**src/rtl/rlh_pkg.sv**
```systemverilog
// Shared types and codes for the request latency log2 histogram unit.
// No dependencies.
package rlh_pkg;

  typedef enum logic [1:0] {
    OP_START = 2'd0,
    OP_DONE  = 2'd1,
    OP_READ  = 2'd2,
    OP_NONE  = 2'd3
  } op_e;

  typedef enum logic [1:0] {
    ST_OK        = 2'd0,
    ST_NOT_FOUND = 2'd1,
    ST_DROPPED   = 2'd2
  } status_e;

  typedef enum logic [1:0] {
    ENT_EMPTY = 2'd0,
    ENT_VALID = 2'd1,
    ENT_TOMB  = 2'd2
  } ent_state_e;

  typedef enum logic [2:0] {
    S_CLR,
    S_IDLE,
    S_TRD,
    S_TCHK,
    S_LOG,
    S_HRD,
    S_HUPD
  } eng_state_e;

  typedef struct packed {
    op_e         op;
    logic [63:0] tag;
    logic [63:0] now;
    logic [5:0]  bidx;
  } cmd_t;

  typedef struct packed {
    ent_state_e  st;
    logic [63:0] tag;
    logic [63:0] tm;
  } ent_t;

endpackage

```
**src/rtl/rlh_front.sv**
```systemverilog
// Front end: accepts items, decodes the opcode and queues commands.
// Depends on rlh_pkg.
module rlh_front import rlh_pkg::*; (
  input  logic        clk_i,
  input  logic        rst_ni,
  input  logic        in_valid_i,
  output logic        in_ready_o,
  input  logic [1:0]  opcode_i,
  input  logic [63:0] request_tag_i,
  input  logic [63:0] now_ns_i,
  input  logic [5:0]  bucket_index_i,
  output logic        cmd_valid_o,
  output cmd_t        cmd_o,
  input  logic        cmd_pop_i
);

  cmd_t       fifo_q [2];
  logic       wptr_q, rptr_q;
  logic [1:0] cnt_q;
  logic       push;
  cmd_t       dec;

  always_comb begin
    dec.op   = op_e'(opcode_i);
    dec.tag  = request_tag_i;
    dec.now  = now_ns_i;
    dec.bidx = bucket_index_i;
  end

  assign in_ready_o  = (cnt_q != 2'd2);
  assign push        = in_valid_i && in_ready_o;
  assign cmd_valid_o = (cnt_q != 2'd0);
  assign cmd_o       = fifo_q[rptr_q];

  always_ff @(posedge clk_i) begin
    if (push) fifo_q[wptr_q] <= dec;
  end

  always_ff @(posedge clk_i or negedge rst_ni) begin
    if (!rst_ni) begin
      wptr_q <= 1'b0;
      rptr_q <= 1'b0;
      cnt_q  <= 2'd0;
    end else begin
      if (push) wptr_q <= ~wptr_q;
      if (cmd_pop_i) rptr_q <= ~rptr_q;
      unique case ({push, cmd_pop_i})
        2'b10:   cnt_q <= cnt_q + 2'd1;
        2'b01:   cnt_q <= cnt_q - 2'd1;
        default: cnt_q <= cnt_q;
      endcase
    end
  end

endmodule

```
**config.mk**
```make
export PLATFORM = sky130hd
export DESIGN_NAME = rlh_front
export DESIGN_NICKNAME = d
export VERILOG_FILES = /design/src/rtl/rlh_pkg.sv /design/src/rtl/rlh_front.sv
export SDC_FILE = /design/constraint.sdc
export NUM_CORES = 1
export LEC_CHECK = 0
export BUFFER_PORTS_ARGS = -buffer_cell sky130_fd_sc_hd__buf_2
export CORE_MARGIN = 1.5
export CORE_UTILIZATION = 45
export DETAILED_ROUTE_END_ITERATION = 12
export GPL_TIMING_DRIVEN = 0
export HOLD_SLACK_MARGIN = 0.1
export MAX_ROUTING_LAYER = met4
export PLACE_DENSITY = 0.72
export RECOVER_POWER = 25
export SYNTH_ARGS = -nofsm -noshare
export SYNTH_HDL_FRONTEND = slang
export SYNTH_SLANG_ARGS = --single-unit
```
**constraint.sdc**
```tcl
create_clock -name clk_i -period 11.1 [get_ports clk_i]
set_input_delay 2.22 -clock clk_i [delete_from_list [all_inputs] [get_ports clk_i]]
set_output_delay 2.22 -clock clk_i [all_outputs]
set_load 0.02 [all_outputs]
```
# After elaboration in Yosys (flattened, before gate mapping)
# Memory sizes are Yosys's and may differ from the RTL's.
# Index checks and enable logic that the tools add are counted.
# classes
addsub	2
n_eq_ne	3
n_mux	3
bitwise_logic	2
reduce_logical	3
# op_table
op	count
one-hot mux 2 bit (2 select lines)	1
nonzero test 2 bit	2
adder 2 x 1 -> 2 bit (second input constant)	1
== test 2 x 1 -> 1 bit (second input constant)	1
== test 2 bit (second input constant)	1
2-to-1 mux 1 bit	2
inequality test 2 bit (second input constant)	1
inverter 1 bit	2
subtractor 2 x 1 -> 2 bit (second input constant)	1
logical AND 1 bit	1
# word_totals
reg_bits	4
ramBits	272
output_inout_bits	138
elab_cells	17
memories	1
# memory_table
memory	depth	word_bits	rd	rd_clocked_by_memory_dff	wr	line	source
fifo_q	2	136	1	0	1	rlh_front.sv:17	cmd_t fifo_q [2];

# Longest topological paths before layout
# Gate-level depths: netlist (run 1).
# logic_depth
word_depth	4
ltp_mapped	6
mapped_depth_nobuf	6

# Least setup slack after synthesis (run 1)
# No wires, ideal clock.
# synth_path
path_kind	input -> register
startpoint	input port in_valid_i
endpoint	memory fifo_q[0][0] (netlist name), enable pin
setup_ns	0.633
arrival_ns	7.969
required_time_ns	10.467
slack_ns	2.497
stages	2
path_cell_list	nand2_1 > nor2_1
# synth_via
elab_chain_len	3
# synth_rtl
item	line	source
start: declaration	rlh_front.sv:6	input logic in_valid_i,
logical AND 1 bit	rlh_front.sv:31	assign push = in_valid_i && in_ready_o;
2-to-1 mux 1 bit	rlh_front.sv:36	if (push) fifo_q[wptr_q] <= dec;
2-to-1 mux 1 bit (not written as such)	rlh_front.sv:36	
end: declaration	rlh_front.sv:17	
# No other way between the ends.

==> out/results.ini, run 1 <==
[job]
drv_cap=0

[timing]
post-route-period-util_pct=36.8
worst-slew-pin-transition_ps=659
grt_setup_unrepaired=no
hold_violations=0
fin_crit_ps=4090
skew_ps=17.7
setup_tns_ps=0
drv_slew=0
max_freq_ghz=0.245
fin_ws_ps=7010
setup_viol=0
relSlewSlack_pct=55.9
worst_hold_slack_ps=509

[yosys]
ys_ff_latch=276
synth_cells=439
netlist_area_um2=10100
syn_avg_cell_area_um2=23.0
yosysWarnings=0
ys_seq_area_share_pct=82.0
synth.distinct_cells=13
synth_nets=580

[grt]
grt_usage_pct=16.5
grt_pass1_wl_mm=29.3
first_global_vias=5633
grt_max_degree=67
grt_antenna_before_repair=2
grt_overflow=0

[clock_network]
hold_buffers=0
clock-root-buffer=clkbuf_16
cts_buffer_depth=3
numCtsBuffers=29
htreeDepth=1
cts_setup_buffers=0
insertion_delay_ps=540
cts_resized=0
cts.sinks=276
cts_tree=yes
clkTransAtPathRegs_ps=60

[critical_path]
cp-start-kind=flop
cpPeakStageDelay_ps=370
crit_slowest_cell=dfrtp_1
cp_cell_sequence=buf_6 > clkbuf_8 > mux2_2 > buf_2
critPathBufInv=3
worstSetupPathType=reg2out
cp-end-kind=output pin
cp.depth=4
path_max_fanout=10
crit_arrival_ps=1870
crit_family=buffers and inverters
rr_worst_depth=5
cp.required_ps=8880

[worst_hold_path]
min_path_cells=1
holdCritPathClass=reg2reg

[cells_and_area]
n_fill_cell=1663
final_cell_mix=edfxtp_1 (272), buf_2 (250), mux2_2 (136)
layout-drive-gt1-share_pct=58.6
final_common_cell=edfxtp_1
final_cells=1051
utilization_pct=58.4
area_growth_pct=26.9
final_area_um2=12800
layout.nets=894

[drt]
wl_per_cell_um=18.1
wl_mm=19.1
via_per_inst=4.90
drt_first_pass_iters=4
route.vias.total=5152
drt_iter0_markers=250
ant_nets=0
drc=0

[pwr]
p_leak_nw=4.75
p_total_mw=3.55
vdd_drop_max_mv=0.161
p_per_area_nw_per_um2=278

[placement]
numPlacedInstances=1002
finalWeightedCongestion=0.731
port_buffers=277
pre_cts_slack_ps=7200
dpl_cell_area_um2=12000
dp_hpwl_mm=13.3

[outcome]
status=finished, final reports clean

[die]
die_y_um=153
io-pin-count=278
rows=54
die_area_um2=23300
die_w_um=153
core_um2=21900
initial_core_util_pct=46.0

-- registers in the layout, summed over array words and instances (netlist names) --
register	cells
fifo_q	272
rptr_q	1
cnt_q	2
wptr_q	1
-- path summary, 6_finish.rpt --
path | startpoint | to | slack (ps)
max | rptr_q | cmd_o[59] | 7010
min reg2reg | cnt_q[1] | cnt_q[1] | 510
min | cnt_q[1] | cnt_q[1] | 510
max reg2reg | cnt_q[0] | fifo_q[0][90] | 8930
min in group asynchronous | rst_ni | cnt_q[0] | 1550
max in group asynchronous | rst_ni | cnt_q[1] | 9330
-- layer usage --
| metal | part of all wire, % | global-route usage [%] | up-vias | routed length, µm |
|---|---|---|---|---|
| met5 | 0 | - | - | 0 |
| met4 | 3.2 | 5.49 | 0 | 607 |
| met3 | 7.6 | 4.72 | 49 | 1450 |
| met2 | 50 | 27.3 | 213 | 9570 |
| met1 | 39 | 19.4 | 2510 | 7450 |
| li1 | - | - | 2380 | - |
-- Yosys cell counts --
cell,count,area share (%)
edfxtp_1,272,81
mux2_2,136,15
clkbuf_8,10,1.4
buf_6,5,0.56
dfrtp_1,4,0.99
xnor2_1,3,0.26
nor2_1,2,0.075
xor2_1,2,0.17
and3_1,1,0.062
ha_1,1,0.12
nand2_1,1,0.037
nand2b_1,1,0.062
or2_2,1,0.062
-- logic make-up (layout without fill, tap and decap cells) --
family | after synthesis | in the layout | synth area share [%]
adders and majority gates | 1 | 1 | 0.124
buffers and inverters | 15 | 345 | 1.92
and+or+nand+nor | 6 | 6 | 0.298
other | 0 | 2 | 0
DFF | 276 | 276 | 82.0
muxes | 136 | 136 | 15.2
xor gates and xnor gates | 5 | 5 | 0.435
-- cell type report --
| class | count | area [µm²] | share of cell area, % |
|---|---|---|---|
| repair buffers | 283 | 1500 | 11.7 |
| diodes | 2 | 5.00 | 0.0391 |
| clock buffers | 33 | 741 | 5.79 |
| plain buffers | 15 | 194 | 1.52 |
| well taps | 280 | 350 | 2.74 |
| multi-input cells | 148 | 1630 | 12.7 |
| clock inverters | 14 | 104 | 0.812 |
| flip-flops and latches | 276 | 8270 | 64.7 |
-- power breakdown --
part	total, mW	switching, mW	internal (mW)
combinational	1.22	0.719	0.500
clock	0.857	0.360	0.496
sequential	1.47	0.0527	1.42
-- worst reg2reg max path, delay by kind of cell (launching register included) --
family | cells | cell delay, ps
buf+inv | 2 | 560
simple gates | 3 | 890
flops | 1 | 400
Note: power is estimated with default switching activity, not from simulation.
==> run 2: changes to the inputs <==
--- a/config.mk
+++ b/config.mk
@@ -5,6 +5,7 @@
 export SDC_FILE = /design/constraint.sdc
 export NUM_CORES = 1
 export LEC_CHECK = 0
+export ABC_AREA = 1
 export BUFFER_PORTS_ARGS = -buffer_cell sky130_fd_sc_hd__buf_2
 export CORE_MARGIN = 1.5
 export CORE_UTILIZATION = 45
==> constraint.sdc (replaced) <==
create_clock -name clk_i -period 4.2 [get_ports clk_i]
set_input_delay 0.84 -clock clk_i [delete_from_list [all_inputs] [get_ports clk_i]]
set_output_delay 0.84 -clock clk_i [all_outputs]
set_load 0.02 [all_outputs]
==> out/results.ini, run 2 <==
[yosys]
synth_top_family_by_area=compound AO/OA/AOI/OAI gates
synth_xor_xnor_area_share_pct=0.171  ; -0.26 points
synth_cells=735  ; +67%
synthArstFlopShare_pct=1.45  ; unchanged
ys_ff_latch=276  ; unchanged
synth_compound_area_share_pct=6.70  ; +6.7 points
synth-simple-area-share_pct=5.49  ; +5.2 points
synth_mux_area_share_pct=0  ; -15 points
synth_area_leaders=edfxtp_1 (80%), o21ai_0 (6.6%), nand2_1 (5.2%)
synth_nets=876  ; +51%
synthAdderAreaFrac_pct=0.122  ; -0.0018 points
synth-edff-count=272  ; unchanged
ys_seq_area_share_pct=80.8  ; -1.2 points
yosysTopAreaCell=edfxtp_1
syn_avg_cell_area_um2=13.9  ; -39%
yosys.cell_count.top_type=edfxtp_1
yosysWarnings=0  ; unchanged
netlist_area_um2=10200  ; +1.5%
synth-main-ff-cell=edfxtp_1
synth.distinct_cells=16  ; +3
synthTopCellsByCount=edfxtp_1 (272), nand2_1 (142), inv_1 (141)
yosysTopAreaCellShare_pct=79.9  ; -1.2 points

[timing]
skew_ps=15.4  ; -2.35 ps
worst-slew-pin-transition_ps=701  ; +42.0 ps
relSlewSlack_pct=53.1  ; -2.8 points
drv_slew=0  ; unchanged
hold_violations=0  ; unchanged
post-route-period-util_pct=64.1
setup_viol=0  ; unchanged
fin_ws_ps=1510  ; -5510 ps
grt_setup_unrepaired=no
fin_crit_ps=2690
max_freq_ghz=0.371

[clock_network]
numCtsBuffers=28  ; -3.4%
cts_tree=yes
cts.sinks=276  ; unchanged
htreeDepth=1  ; unchanged
insertion_delay_ps=530  ; about the same
clkTransAtPathRegs_ps=60  ; about the same
cts_buffer_depth=3  ; unchanged
clock-root-buffer=clkbuf_16
cts_setup_buffers=0  ; unchanged

[cells_and_area]
layout.nets=1194  ; +34%
final_cell_mix=buf_2 (287), edfxtp_1 (272), nand2_1 (142)
n_fill_cell=1716  ; +3.2%
final_area_um2=13100  ; +2.5%
reg.largest.list=fifo_q (272), cnt_q (2)
layout-drive-gt1-share_pct=31.8  ; -27 points
largest_reg_flops=272  ; unchanged
area_growth_pct=28.2
regMostFlops=fifo_q
final_cells=1359  ; +29%
final_common_cell=buf_2

[die]
initial_core_util_pct=46.4  ; +0.39 points
io-pin-count=278  ; unchanged
die_w_um=154  ; +0.71%
die_y_um=154  ; +0.71%
die_area_um2=23600  ; +1.4%
core_um2=22000  ; +0.62%
rows=54  ; unchanged

[critical_path]
crit_start=rptr_q
rrSetupSlack_ps=2060  ; -6870 ps
cp-start-kind=flop
crit_arrival_ps=1850  ; -20 ps
reg2reg_from=cnt_q[0]
cp-end-kind=output pin
worstSetupPathType=reg2out
path_max_fanout=10  ; unchanged
cp.required_ps=3360  ; -5520 ps
rr_worst_depth=6  ; +1
r2r-end=fifo_q[1][98]
cp-endpoint=cmd_o[41]

[grt]
grt_overflow=0  ; unchanged
grt_pass1_wl_mm=33.3  ; +14%
grt_antenna_before_repair=5  ; +3
first_global_vias=6463  ; +15%
grt_usage_pct=18.6  ; +2.1 points
grt_max_degree=31  ; -54%

[placement]
pre_cts_slack_ps=1660  ; -5540 ps
dpl_cell_area_um2=12200  ; +1.9%
dp_hpwl_mm=14.9  ; +12%
finalWeightedCongestion=0.758  ; +3.7%
port_buffers=277  ; unchanged
numPlacedInstances=1302  ; +30%

[pwr]
p_per_area_nw_per_um2=745  ; +170%
vdd_drop_max_mv=0.524  ; +230%
p_leak_nw=5.58  ; +17%

[outcome]
status=finished, final reports clean

[drt]
wl_mm=21.6  ; +13%
drt_iter0_markers=343  ; +37%
drc=0  ; unchanged
route.vias.total=6403  ; +24%
via_per_inst=4.71  ; -3.9%
wl_per_cell_um=15.9  ; -12%
drt_first_pass_iters=4  ; unchanged
ant_nets=0  ; unchanged

[worst_hold_path]
holdCritPathClass=in2reg

[job]
drv_cap=0  ; unchanged

==> run 2: cell types whose count changed after synthesis, sizes merged, moves of 2 or more <==
cell    delta
xnor2      -2
mux2     -136
nand2    +142
inv      +141
clkbuf    -10
buf       +25
o21ai    +136
==> run 2: metal layers <==
layer / GRT usage (%) / wire length [µm] / vias up
met5: - / 0 / -
met2: 31.6 / 10600 / 237
met1: 21.4 / 8600 / 2971
met3: 5.13 / 1700 / 56
met4: 6.38 / 783 / 0
li1: - / - / 3139
==> run 2: area by class of cell <==
class / instances / area (µm²) / share of cell area (%)
Tap cell: 280 / 350 / 2.67
Clock inverter: 13 / 141 / 1.08
Multi-Input combinational cell: 288 / 1290 / 9.86
Timing Repair Buffer: 288 / 1600 / 12.2
Clock buffer: 38 / 769 / 5.87
Buffer: 30 / 153 / 1.16
Sequential cell: 276 / 8270 / 63.1
Inverter: 141 / 529 / 4.04
Antenna cell: 5 / 12.5 / 0.0954
==> run 2: worst max-delay path, cell delays in order (launching register included) <==
cell and delay [ps]:
dfrtp_1 350, buf_2 260, buf_2 290, nand2_1 70
o21ai_0 110, buf_2 230
==> run 2: cell families after synthesis <==
kind of cell	count (synthesis)
DFF	276
buffers and inverters	171
and+or+nand+nor	148
AOI/OAI and AO/OA	137
xor gates and xnor gates	2
adders and majority gates	1
==> run 2: per-stage QoR <==
| stage | utilization [%] | setup TNS, ps | hold slack, ps | power (mW) |
|---|---|---|---|---|
| detailed placement | 55.4 | 0 | 506 | 7.44 |
| CTS | 59.6 | 0 | 461 | 9.90 |
| floorplan | - | -200410 | 467 | 6.04 |
| finish | 59.5 | 0 | 488 | 9.77 |
| global route | 59.5 | 0 | 466 | 10.3 |
| global placement | 54.3 | -770460 | 490 | 7.35 |
==> run 2: how the worst min path moves through the flow <==
stage / start / end / slack (ps) / depth (start not counted)
after detailed placement: cnt_q[0] / cnt_q[0] / 510 / 1
final: now_ns_i[15] / fifo_q[1][21] / 490 / 1
after global routing: now_ns_i[4] / fifo_q[1][10] / 470 / 1
after floorplan: cnt_q[0] / cnt_q[0] / 470 / 1
after CTS: request_tag_i[15] / fifo_q[1][85] / 460 / 1
after global placement: cnt_q[0] / cnt_q[0] / 490 / 1
==> run 2: repair_timing <==
action / in CTS / in global routing
endpoints found under the hold margin: 4 / 0
hold buffers: 1 / 0
resized for setup: 0 / 0
==> run 2: report_power, final <==
group,internal [mW],total (mW),switching [mW],leakage [nW]
sequential,3.75,3.88,0.139,2.58
clock,1.46,2.44,0.975,0.441
combinational,1.02,3.45,2.43,2.56
total,6.23,9.77,3.54,5.58
==> run 3: changes to the inputs <==
--- a/config.mk
+++ b/config.mk
@@ -13,7 +13,7 @@
 export GPL_TIMING_DRIVEN = 0
 export HOLD_SLACK_MARGIN = 0.1
 export MAX_ROUTING_LAYER = met4
-export PLACE_DENSITY = 0.72
+export PLACE_DENSITY = 0.75
 export RECOVER_POWER = 25
 export SYNTH_ARGS = -nofsm -noshare
 export SYNTH_HDL_FRONTEND = slang
==> constraint.sdc (replaced) <==
create_clock -name clk_i -period 2.4 [get_ports clk_i]
set_input_delay 0.48 -clock clk_i [delete_from_list [all_inputs] [get_ports clk_i]]
set_output_delay 0.48 -clock clk_i [all_outputs]
set_load 0.02 [all_outputs]
==> out/results.ini, run 3 (synthesis results as in run 2) <==
[timing]
fin_ws_ps=77.1  ; -1430 ps
post-route-period-util_pct=96.8
setup_tns_ps=0  ; unchanged
drv_slew=0  ; unchanged
max_freq_ghz=0.431
grt_setup_unrepaired=no
setup_viol=0  ; unchanged
relSlewSlack_pct=43.1  ; -10 points
worst-slew-pin-transition_ps=851  ; +149 ps
skew_ps=34.4  ; +19.1 ps
worst_hold_slack_ps=116  ; -372 ps
hold_violations=0  ; unchanged
fin_crit_ps=2320

[clock_network]
htreeDepth=1  ; unchanged
insertion_delay_ps=550  ; +20 ps
numCtsBuffers=29  ; +3.6%
clkTransAtPathRegs_ps=60  ; about the same
cts.sinks=276  ; unchanged
cts_tree=yes
cts_buffer_depth=3  ; unchanged
clock-root-buffer=clkbuf_16

[die]
rows=54  ; unchanged
die_w_um=154  ; unchanged
initial_core_util_pct=46.4  ; unchanged
die_area_um2=23600  ; unchanged
core_um2=22000  ; unchanged
die_y_um=154  ; unchanged
io-pin-count=278  ; unchanged

[cells_and_area]
largest_reg_flops=272  ; unchanged
area_growth_pct=29.8
layout.nets=1212  ; +1.5%
layout-drive-gt1-share_pct=30.8  ; -0.92 points
regMostFlops=fifo_q
diodes=0  ; -5
reg.largest.list=fifo_q (272), cnt_q (2)
final_cell_mix=buf_2 (272), edfxtp_1 (272), nand2_1 (141)
final_cells=1373  ; +1.0%
final_area_um2=13300  ; +1.2%

[drt]
drc=0  ; unchanged
via_per_inst=4.79  ; +1.6%
drt_first_pass_iters=4  ; unchanged
wl_mm=22.5  ; +4.0%
wl_per_cell_um=16.4  ; +2.9%
route.vias.total=6574  ; +2.7%
drt_iter0_markers=353  ; +2.9%
ant_nets=0  ; unchanged

[grt]
grt_max_degree=33  ; +6.5%
grt_pass1_wl_mm=34.2  ; +2.7%
grt_antenna_before_repair=0  ; -5
grt_overflow=0  ; unchanged
first_global_vias=6627  ; +2.5%
grt_usage_pct=19.3  ; +0.68 points

[placement]
dpl_cell_area_um2=12200  ; -0.12%
numPlacedInstances=1301  ; -0.077%
finalWeightedCongestion=0.756  ; -0.24%
port_buffers=277  ; unchanged
pre_cts_slack_ps=-67.8  ; -1730 ps
dp_hpwl_mm=14.9  ; +0.26%

[worst_hold_path]
holdCritPathClass=in2reg

[pwr]
p_leak_nw=5.64  ; +1.2%
p_per_area_nw_per_um2=1300  ; +74%
vdd_drop_max_mv=0.958  ; +83%

[critical_path]
cp-start-kind=flop
cp-end-kind=output pin
cpMostUsedCell=buf_2
crit_slowest_cell=dfrtp_1
path_max_fanout=10  ; unchanged
cp.required_ps=1920  ; -1440 ps
crit_arrival_ps=1840  ; about the same
cpPeakStageDelay_ps=390  ; +40 ps
worstSetupPathType=reg2out
cp_cell_sequence=clkbuf_4 > buf_2 > o21ai_1 > buf_2

[job]
drv_cap=0  ; unchanged

[outcome]
status=finished, final reports clean

run 3: changes by cell type in the layout (fill, tap and decap cells not counted), sizes merged, moves of 5 or more:
cell         delta
dlygate4sd3    +17
buf            -14
clkinv          +7
diode           -5
clkbuf          +9
run 3: stage by stage:
| stage | util (%) | total power, mW |
|---|---|---|
| 2_1_floorplan | - | 10.5 |
| 3_3_place_gp | 54.4 | 12.7 |
| 3_5_place_dp | 55.3 | 13.0 |
| 4_1_cts | 60.3 | 17.4 |
| 5_1_grt | 60.3 | 18.1 |
| 6_report | 60.3 | 17.2 |
run 3: critical path, delay by kind of cell, from the launching register on:
family	cells	cell delay, ps
AO/OA/AOI/OAI	1	240
buffers and inverters	3	650
flip-flops	1	390
run 3: repair_timing:
action / 4_1_cts / 5_1_grt
pin swaps: 1 / 0
hold endpoints to repair: 36 / 0
resized for setup: 4 / 13
hold buffers: 18 / 0
setup endpoints to repair: 34 / 19
cloned: 0 / 0
buffers inserted: 1 / 0
run 3: path summary, 6_finish.rpt:
check | start | to | slack [ps] | depth (start not counted)
max | rptr_q | cmd_o[22] | 80 | 4
min | now_ns_i[47] | fifo_q[0][53] | 120 | 1
max reg2reg | cnt_q[0] | fifo_q[0][43] | 190 | 6
min reg2reg | cnt_q[0] | cnt_q[0] | 540 | 1
max in group asynchronous | rst_ni | cnt_q[1] | 2010 | 2
min in group asynchronous | rst_ni | wptr_q | 270 | 2
run 3: final cells by class:
type / instances / area, µm²
Sequential cell: 276 / 8270
Inverter: 141 / 529
Clock buffer: 33 / 741
Clock inverter: 20 / 174
Timing Repair Buffer: 305 / 1730
Buffer: 30 / 168
Tap cell: 280 / 350
Multi-Input combinational cell: 288 / 1310
Fill cell: 1730 / 8750
run 3: where the power goes:
part           leakage (nW)  switching [mW]  total, mW  internal, mW
clock                 0.456            1.77       4.30          2.53
combinational          2.61            4.31       6.13          1.83
sequential             2.58           0.251       6.81          6.56
total                  5.64            6.33       17.2          10.9
run 3: per-layer routing:
| metal | vias to the layer above | part of all wire, % | track usage, % |
|---|---|---|---|
| met5 | - | 0 | - |
| met2 | 228 | 51 | 33.3 |
| li1 | 3161 | - | - |
| met1 | 3131 | 39 | 22.2 |
| met3 | 54 | 7.0 | 4.48 |
| met4 | 0 | 3.4 | 6.89 |
